<file path="src/sv/sbp_pkg.sv">
// sphere box pushout package: field widths, queue entry and work item types
// no dependencies
`default_nettype none

package sbp_pkg;

    localparam int CW        = 32;
    localparam int RW        = 31;
    localparam int SKIN_W    = 16;
    localparam logic [SKIN_W-1:0] SKIN_RESET = 16'd66;
    localparam int SQ_STEPS  = 31;
    localparam int DIV_STEPS = 33;
    localparam int QDEPTH    = 4;
    localparam int IN_W      = 384;
    localparam int OUT_W     = 64;

    typedef enum logic [1:0] {
        FACE_XN,
        FACE_XP,
        FACE_ZN,
        FACE_ZP
    } face_t;

    // request as handed from front to back
    typedef struct packed {
        logic signed [CW-1:0] pos_x;
        logic signed [CW-1:0] pos_z;
        logic [RW-1:0]        radius;
        logic                 neg_x;
        logic                 neg_z;
        logic [RW-1:0]        mag_x;
        logic [RW-1:0]        mag_z;
        face_t                face;
        logic                 axis_ok;
        logic [61:0]          sq_x;
        logic [61:0]          sq_y;
        logic [61:0]          sq_z;
        logic [61:0]          sq_r;
    } job_t;

    // request as carried through the back pipeline
    typedef struct packed {
        logic signed [CW-1:0] pos_x;
        logic signed [CW-1:0] pos_z;
        logic [RW-1:0]        radius;
        logic                 neg_x;
        logic                 neg_z;
        logic [RW-1:0]        mag_x;
        logic [RW-1:0]        mag_z;
        face_t                face;
        logic                 hit;
        logic                 outside;
    } work_t;

endpackage

`default_nettype wire

</file>
<file path="src/sv/sbp_queue.sv">
// sphere box pushout queue between front and back
// depends on sbp_pkg
`default_nettype none

module sbp_queue (
    input  wire logic          clk,
    input  wire logic          rst_n,
    input  wire logic          push,
    input  sbp_pkg::job_t      push_data,
    output logic               ready,
    input  wire logic          pop,
    output logic               valid,
    output sbp_pkg::job_t      pop_data
);
    import sbp_pkg::*;

    localparam int PW = $clog2(QDEPTH);

    job_t            mem_reg [QDEPTH];
    logic [PW-1:0]   wr_ptr_reg;
    logic [PW-1:0]   rd_ptr_reg;
    logic [PW:0]     count_reg;
    logic [PW:0]     count_next;

    assign valid    = count_reg != '0;
    assign ready    = (count_reg != (PW+1)'(QDEPTH)) || pop;
    assign pop_data = mem_reg[rd_ptr_reg];

    always_comb
    begin
        count_next = count_reg;
        if (push && !pop)
            count_next = count_reg + 1'b1;
        else if (pop && !push)
            count_next = count_reg - 1'b1;
    end

    always_ff @(posedge clk or negedge rst_n)
    begin
        if (!rst_n)
        begin
            wr_ptr_reg <= '0;
            rd_ptr_reg <= '0;
            count_reg  <= '0;
        end
        else
        begin
            if (push)
                wr_ptr_reg <= wr_ptr_reg + 1'b1;
            if (pop)
                rd_ptr_reg <= rd_ptr_reg + 1'b1;
            count_reg <= count_next;
        end
    end

    always_ff @(posedge clk)
    begin
        if (push)
            mem_reg[wr_ptr_reg] <= push_data;
    end

endmodule

`default_nettype wire

</file>
<file path="config.mk">
export PLATFORM = sky130hd
export DESIGN_NAME = sbp_queue
export DESIGN_NICKNAME = d
export VERILOG_FILES = /design/src/sv/sbp_pkg.sv /design/src/sv/sbp_queue.sv
export SDC_FILE = /design/constraint.sdc
export NUM_CORES = 1
export LEC_CHECK = 0
export BUFFER_PORTS_ARGS = -buffer_cell sky130_fd_sc_hd__buf_2
export CORE_ASPECT_RATIO = 1.25
export CORE_MARGIN = 3
export CORE_UTILIZATION = 50
export DETAILED_ROUTE_END_ITERATION = 6
export PLACE_DENSITY = 0.71
export REMOVE_ABC_BUFFERS = 1
export SYNTH_ARGS = -nofsm -noshare
export SYNTH_HDL_FRONTEND = slang
export SYNTH_SLANG_ARGS = --single-unit
</file>
<file path="constraint.sdc">
create_clock -name clk -period 14.91 [get_ports clk]
set_input_delay 0.7455 -clock clk [delete_from_list [all_inputs] [get_ports clk]]
set_output_delay 0.7455 -clock clk [all_outputs]
set_load 0.1 [all_outputs]
</file>
Yosys cells after proc, flatten, opt, wreduce, memory -nomap -nowiden. Memories as Yosys holds them, arrays and structs flattened. Cells that the tools add are included.

Shift operators: 0. Bitwise gates (word level): 0. $add $sub $neg: 4. Divide/modulo/power cells: 0. Reduce and logical (&&, ||, !) cells: 7. $lt $le $gt $ge: 0. Multiply operators: 0. Equal/unequal tests: 1. Mux-type cells: 4.

Operators by type and width (count): 3-bit two-way mux (2); 2-bit by 1-bit adder with 2-bit output (second input constant) (2); 3-bit by 1-bit adder with 3-bit output (second input constant) (1); 3-bit inequality test (second input constant) (1); 3-bit nonzero test (1); 3-bit by 1-bit subtractor with 3-bit output (second input constant) (1); 1-bit logical AND (2); 1-bit logical NOT (2); 1-bit two-way mux (2); 2-bit nonzero test (1); 1-bit logical OR (1).

Bits of input ports: 414. Memory bits (writable): 1640. Logic and storage cells: 20. ROM bits: 0. Memories: 1. Bits in latches: 0. Flip-flop bits (word level): 7.

Memory list: mem_reg (words 4, bits a word 410, rd ports 1, clocked after memory_dff 0, write ports 1, RTL line sbp_queue.sv:19) `job_t mem_reg [QDEPTH];`.

Depth between registers and ports, before layout. Gate-level depths: netlist of the first run.

Depth in word-level cells: 4. Depth in mapped cells: 7.

Worst setup path after synthesis of the first run. OpenSTA, ideal clock, no wires.

Path kind: input to register. Start: input port push. End: memory mem_reg[1][0] (netlist name), enable pin. Data required time: 14.086 ns. Cell stages on the path: 1. Arrival time: 9.964 ns. Slack: 4.122 ns. Cells stage by stage: and2_1.

Cells in the longest elaborated chain, start to end: 2.

RTL lines: start, declared (RTL line sbp_queue.sv:8) `input wire logic push,`; 1-bit two-way mux (RTL line sbp_queue.sv:58) `if (push)`; 1-bit two-way mux (implied by the code) (RTL line sbp_queue.sv:59) `mem_reg[wr_ptr_reg] <= push_data;`; end, declared (RTL line sbp_queue.sv:19).

Every way passes these cells.

==> results of run 1 <==
==> stage by stage <==
step | area [um^2] | hold slack (ns)
after floorplan | 58900 | 0.450
after detailed placement | 65300 | 0.509
after CTS | 70200 | 0.0987
after global routing | 70300 | 0.138
final | 70400 | 0.184
after global placement | 65300 | 0.476
==> worst max path at each step <==
stage	endpoint	cells past startpoint	slack (ns)
6_report	pop_data[231]	5	8.95
5_1_grt	pop_data[323]	5	8.29
4_1_cts	pop_data[3]	5	8.61
3_5_place_dp	pop_data[231]	5	9.48
3_3_place_gp	pop_data[6]	5	9.49
2_1_floorplan	pop_data[0]	1	-3.02
==> area by class of cell <==
class                   instances  area, um^2
clock inverters                81         766
multi-input cells             434        9450
diodes                         66         165
clock buffers                 192        4120
inverters                       4        15.0
repair buffers                853        4450
well taps                    1573        1970
fillers                      8177       47800
flip-flops and latches       1647       49400
==> synth_stat cells <==
library cell,number,share of area [%]
nand3_1,1,0.0084
ha_1,5,0.10
nor2_1,2,0.013
edfxtp_1,1640,83
or3_1,1,0.011
mux2_2,1,0.019
inv_1,4,0.025
buf_8,3,0.076
buf_6,40,0.76
fa_1,1,0.034
and2_1,4,0.042
o21ai_0,1,0.0084
nand2_1,2,0.013
xnor2_1,2,0.029
xor2_1,4,0.059
buf_2,42,0.35
buf_4,1,0.013
clkbuf_1,6,0.038
mux4_2,410,15
dfrtp_1,7,0.29
==> worst register-to-register path: stages (launching register included) <==
cell and delay, ns:
dfrtp_1 0.41, inv_1 0.11, ha_1 0.15, and2_4 0.46, buf_4 0.82, buf_4 0.94
buf_4 0.80
==> routing by layer <==
| metal | part of all wire [%] | global-route usage [%] | routed length [um] | vias to the layer above |
|---|---|---|---|---|
| li1 | - | - | - | 11416 |
| met1 | 33 | 24.2 | 43700 | 14216 |
| met2 | 52 | 35.4 | 68100 | 1178 |
| met3 | 8.6 | 6.80 | 11300 | 355 |
| met4 | 6.1 | 12.8 | 8020 | 34 |
| met5 | 0.17 | 0 | 228 | - |
==> layout by cell type (no fill, tap or decap), drive strengths merged <==
cell type,instances
and2,4
buf,852
bufinv,11
clkbuf,192
clkinv,53
clkinvlp,9
dfrtp,7
diode,66
dlygate4sd3,1
edfxtp,1640
fa,1
ha,5
inv,12
mux2,1
mux4,410
nand2,2
nand3,1
nor2,2
o21ai,1
or3,1
xnor2,2
xor2,4
==> cell families after synthesis <==
group	Yosys count
simple gates	10
xor+xnor	6
mux	411
flops	1647
compound gates	1
buf+inv	96
fa+ha+maj	6
==> timing repair <==
item	4_1_cts	5_1_grt
endpoints found under the hold margin	7	0
buffers inserted	0	0
gates resized for setup	0	0
hold buffers	1	0
==> flow_summary.json, run 1 <==
{
  "run_status": "complete, no violations",
  "worst_setup_sp": "rd_ptr_reg[0]",
  "worst_pin_slew_ns": 1.40,
  "layout.core_utilization_pct": 59.5,
  "critPathKind": "flop to output port",
  "synth_fa_ha_area_share_pct": 0.139,
  "ys_ff_latch": 1647,
  "path_common_cell": "buf_4",
  "min_from": "push_data[388]",
  "global_route.usage.total_pct": 21.3,
  "drt-wirelength-per-cell_um": 27.1,
  "totalWireLength_mm": 131,
  "detail_route.first_pass.iterations": 5,
  "synthSimpleGateAreaFrac_pct": 0.0861,
  "netlist_instances": 2177,
  "final_cells": 4850,
  "tns_ns": 0,
  "cts_tree": "built",
  "final-hold-violation-count": 0,
  "period_minus_slack_ns": 5.96,
  "wp_buf_inv": 4,
  "cts.sinks": 1647,
  "area_of_the_mapped_netlist_um2": 59600,
  "rsz_0062_raised_after_global_routing": "no",
  "timing.hold.worst_path_depth": 1,
  "layout_cell_share_with_drive_strength_beyond_1_pct": 46.1,
  "final_antenna_net_count": 0,
  "vias": 27199,
  "fmaxAchievable_mhz": 168,
  "worst_ep_required_time_ns": 14.16,
  "detail_route.drc_violations": 0,
  "cp_slowest_stage_delay_ns": 0.92,
  "yosysSeqAreaShare_pct": 82.9,
  "crit_chain": "buf_4 > buf_4 > buf_4 > mux4_2 > buf_2",
  "reg2regPathDepth": 6,
  "holdCritPathClass": "primary input to flop",
  "flow.area_growth_from_synthesis_pct": 18.0,
  "crit-reg2reg-capture": "mem_reg[1][184]",
  "num_io_pins": 826,
  "portion_of_the_clock_cycle_consumed_by_the_worst_path_in_the_final_layout_pct": 40.0,
  "design.core.area_um2": 118000,
  "routabilityCongestion": 0.829,
  "number_of_global_route_vias_before_repair": 28991,
  "slew_violations": 0,
  "synth.distinct_cells": 20,
  "grt_pass1_wl_mm": 192,
  "r2r-start": "wr_ptr_reg[1]",
  "die_area_um2": 123000,
  "max_cap_viol_count": 0,
  "grt.overflow.total": 0,
  "crit_fanout": 51,
  "largest_reg_flops": 1640,
  "cts-root-to-sink-buffers": 3,
  "slowest_stage": "dfrtp_4",
  "cts_htree_levels": 4,
  "start_util_pct": 50.4,
  "detail_route.iter0.violations": 2260,
  "worst_ep_arrival_time_ns": 5.22,
  "clock_slew_at_the_register_clock_pins_of_the_worst_setup_and_hold_paths_ns": 0.06,
  "cpLargestDelayFamily": "buffers and inverters",
  "critical_path.endpoint_type": "output port",
  "antenna_found_initial": 76,
  "worst_slew_margin_rel_pct": 6.97,
  "cts_inserted_buffers": 155,
  "yosys-mux-area-fraction_pct": 15.5,
  "synth-warning-count": 0,
  "layout.nets": 3515,
  "worstHoldEndpoint": "mem_reg[1][388]",
  "numPortBuffers": 825,
  "finalClockSkew_ns": 0.0356,
  "chipWidth_um": 315,
  "rows": 141,
  "finalSetupViolations": 0,
  "clk-insertion-delay-late_ns": 0.77,
  "cts.root.buffer_cell": "clkbuf_16",
  "pre_cts_slack_ns": 9.48,
  "maximum_number_of_pins_on_one_net_before_global_route_repair": 165,
  "synth-xor-area-share_pct": 0.0882,
  "detailed_place_hpwl_mm": 84.1,
  "main_combinational_cell_family_by_area_after_synthesis": "multiplexers",
  "placedCellCount": 4510,
  "finalWorstSetupSlack_ns": 8.95,
  "via_per_inst": 5.61,
  "synth_compound_gate_area_share_pct": 0.00840,
  "worstSetupStartpointType": "flop",
  "die_h_um": 392,
  "reg2reg_slack_ns": 10.75,
  "synthesis.area_per_instance_um2": 27.4
}
Power of run 1 is not shown: default switching activity piles up to over one toggle a cycle in this logic, so the estimate is an artifact.
==> inputs of run 2 (changes only) <==
--- a/config.mk
+++ b/config.mk
@@ -10,7 +10,7 @@
 export CORE_MARGIN = 3
 export CORE_UTILIZATION = 50
 export DETAILED_ROUTE_END_ITERATION = 6
-export PLACE_DENSITY = 0.71
+export PLACE_DENSITY = 0.74
 export REMOVE_ABC_BUFFERS = 1
 export SYNTH_ARGS = -nofsm -noshare
 export SYNTH_HDL_FRONTEND = slang
==> constraint.sdc (replaced) <==
create_clock -name clk -period 5.4 [get_ports clk]
set_input_delay 0.27 -clock clk [delete_from_list [all_inputs] [get_ports clk]]
set_output_delay 0.27 -clock clk [all_outputs]
set_load 0.1 [all_outputs]
==> run 2 against run 1 <==
Compared with the run above:
- core utilization increased by 3.4 points
- non-clock buffer count increased by 437
- die area unchanged
- wire length increased by 11%
- critical path depth decreased by 2
- highest routed layer is now met4
==> flow_summary.json, run 2 (synthesis gave the netlist of run 1 again) <==
{
  "finalClockSkew_ns": 0.0360,
  "die_area_um2": 123000,
  "worst_ep_required_time_ns": 5.13,
  "ff_latch_area_um2": 49400,
  "finalWorstSetupSlack_ns": 1.69,
  "routabilityCongestion": 0.811,
  "reg2regPathDepth": 4,
  "clock_slew_at_the_register_clock_pins_of_the_worst_setup_and_hold_paths_ns": 0.07,
  "layout.nets": 3949,
  "grt_pass1_wl_mm": 213,
  "portion_of_the_clock_cycle_consumed_by_the_worst_path_in_the_final_layout_pct": 68.8,
  "critical_path.endpoint_type": "output port",
  "layout_commonest_cell": "edfxtp_1",
  "placedCellCount": 4534,
  "crit_fanout": 99,
  "max_cap_viol_count": 0,
  "flow.area_growth_from_synthesis_pct": 24.9,
  "cts-root-to-sink-buffers": 3,
  "num_io_pins": 826,
  "cts_tree": "built",
  "worst_ep_arrival_time_ns": 3.44,
  "detail_route.iter0.violations": 2751,
  "detailed_place_hpwl_mm": 85.9,
  "detail_route.drc_violations": 0,
  "start_util_pct": 50.4,
  "detail_route.first_pass.iterations": 5,
  "numPortBuffers": 825,
  "tns_ns": 0,
  "r2r-start": "wr_ptr_reg[1]",
  "timing.hold.worst_path_depth": 2,
  "cts_htree_levels": 4,
  "cts_inserted_buffers": 152,
  "layout_cell_share_with_drive_strength_beyond_1_pct": 41.2,
  "multiInputGateArea_um2": 9450,
  "cts.root.buffer_cell": "clkbuf_16",
  "pre_cts_slack_ns": 2.44,
  "maximum_number_of_pins_on_one_net_before_global_route_repair": 138,
  "worstSetupStartpointType": "flop",
  "nFillCells": 7608,
  "via_per_inst": 5.68,
  "finalSetupViolations": 0,
  "drt-wirelength-per-cell_um": 27.8,
  "rsz_0062_raised_after_global_routing": "no",
  "rows": 141,
  "critPathKind": "flop to output port",
  "layout_common_cells": "1640 x edfxtp_1, 825 x buf_2, 414 x dlygate4sd3_1",
  "min_from": "push_data[345]",
  "largest_reg_flops": 1640,
  "grt.overflow.total": 0,
  "die_h_um": 392,
  "final-hold-violation-count": 0,
  "cts.sinks": 1647,
  "worstHoldEndpoint": "mem_reg[2][345]",
  "reg2reg_slack_ns": 2.71,
  "vias": 29753,
  "final_antenna_net_count": 0,
  "worst_pin_slew_ns": 1.09,
  "antenna_found_initial": 16,
  "fmaxAchievable_mhz": 269,
  "chipWidth_um": 315,
  "global_route.usage.total_pct": 23.7,
  "worst_slew_margin_rel_pct": 27.5,
  "period_minus_slack_ns": 3.71,
  "post_cts.resized_instances": 0,
  "crit-reg2reg-capture": "mem_reg[1][76]",
  "slew_violations": 0,
  "final_cells": 5242,
  "holdCritPathClass": "primary input to flop",
  "totalWireLength_mm": 146,
  "number_of_global_route_vias_before_repair": 31988,
  "design.core.area_um2": 118000,
  "clk-insertion-delay-late_ns": 0.78,
  "run_status": "complete, no violations"
}
-- run 2: cell count changes in the layout (fill, tap and decap cells not counted), sizes merged --
| cell | before | now |
|---|---|---|
| diode | 66 | 25 |
| clkbuf | 192 | 185 |
| dlygate4sd3 | 1 | 414 |
| clkinvlp | 9 | 8 |
| buf | 852 | 876 |
| clkinv | 53 | 63 |
| bufinv | 11 | 5 |
-- run 2: how the worst max path moves through the flow --
| stage | slack (ns) | start | end |
|---|---|---|---|
| floorplan | -12.05 | rd_ptr_reg[0] | pop_data[0] |
| global placement | 2.45 | rd_ptr_reg[0] | pop_data[166] |
| detailed placement | 2.44 | rd_ptr_reg[0] | pop_data[186] |
| CTS | 1.59 | rd_ptr_reg[0] | pop_data[83] |
| global route | 1.48 | rd_ptr_reg[0] | pop_data[294] |
| finish | 1.69 | rd_ptr_reg[1] | pop_data[316] |
-- run 2: area by class of cell --
cell class | instances | share of cell area [%]
multi-input cells | 434 | 12.7
diodes | 25 | 0.0840
clock buffers | 185 | 5.39
inverters | 4 | 0.0202
clock inverters | 84 | 0.914
repair buffers | 1290 | 11.9
flip-flops and latches | 1647 | 66.4
well taps | 1573 | 2.64
-- run 2: metrics by stage --
step	hold WS [ns]	cell area, um^2	util [%]
5_1_grt	0.212	74400	63.0
4_1_cts	0.173	74400	62.9
6_report	0.252	74400	63.0
2_1_floorplan	-0.0256	58900	-
3_5_place_dp	0.119	65500	55.5
3_3_place_gp	0.109	65500	55.5
-- run 2: critical path, cell delays in order, from the launching register on --
cell	delay, ns
dfrtp_4	1.13
buf_12	0.50
mux4_2	0.39
buf_2	0.44
-- run 2: repair_timing --
action                                   CTS  global route
setup buffers                              0             0
endpoints found under the setup margin     0             0
hold endpoints to repair                1652             0
hold buffers                             414             0
-- run 2: metal layers --
| layer | up-vias | GRT usage, % | routed length, um |
|---|---|---|---|
| met3 | 376 | 5.28 | 11400 |
| met1 | 15473 | 27.8 | 48800 |
| met4 | 0 | 12.1 | 8030 |
| met2 | 1671 | 41.1 | 77300 |
| met5 | - | 0 | 0 |
| li1 | 12233 | - | - |
Power of run 2 is left out for the same reason.
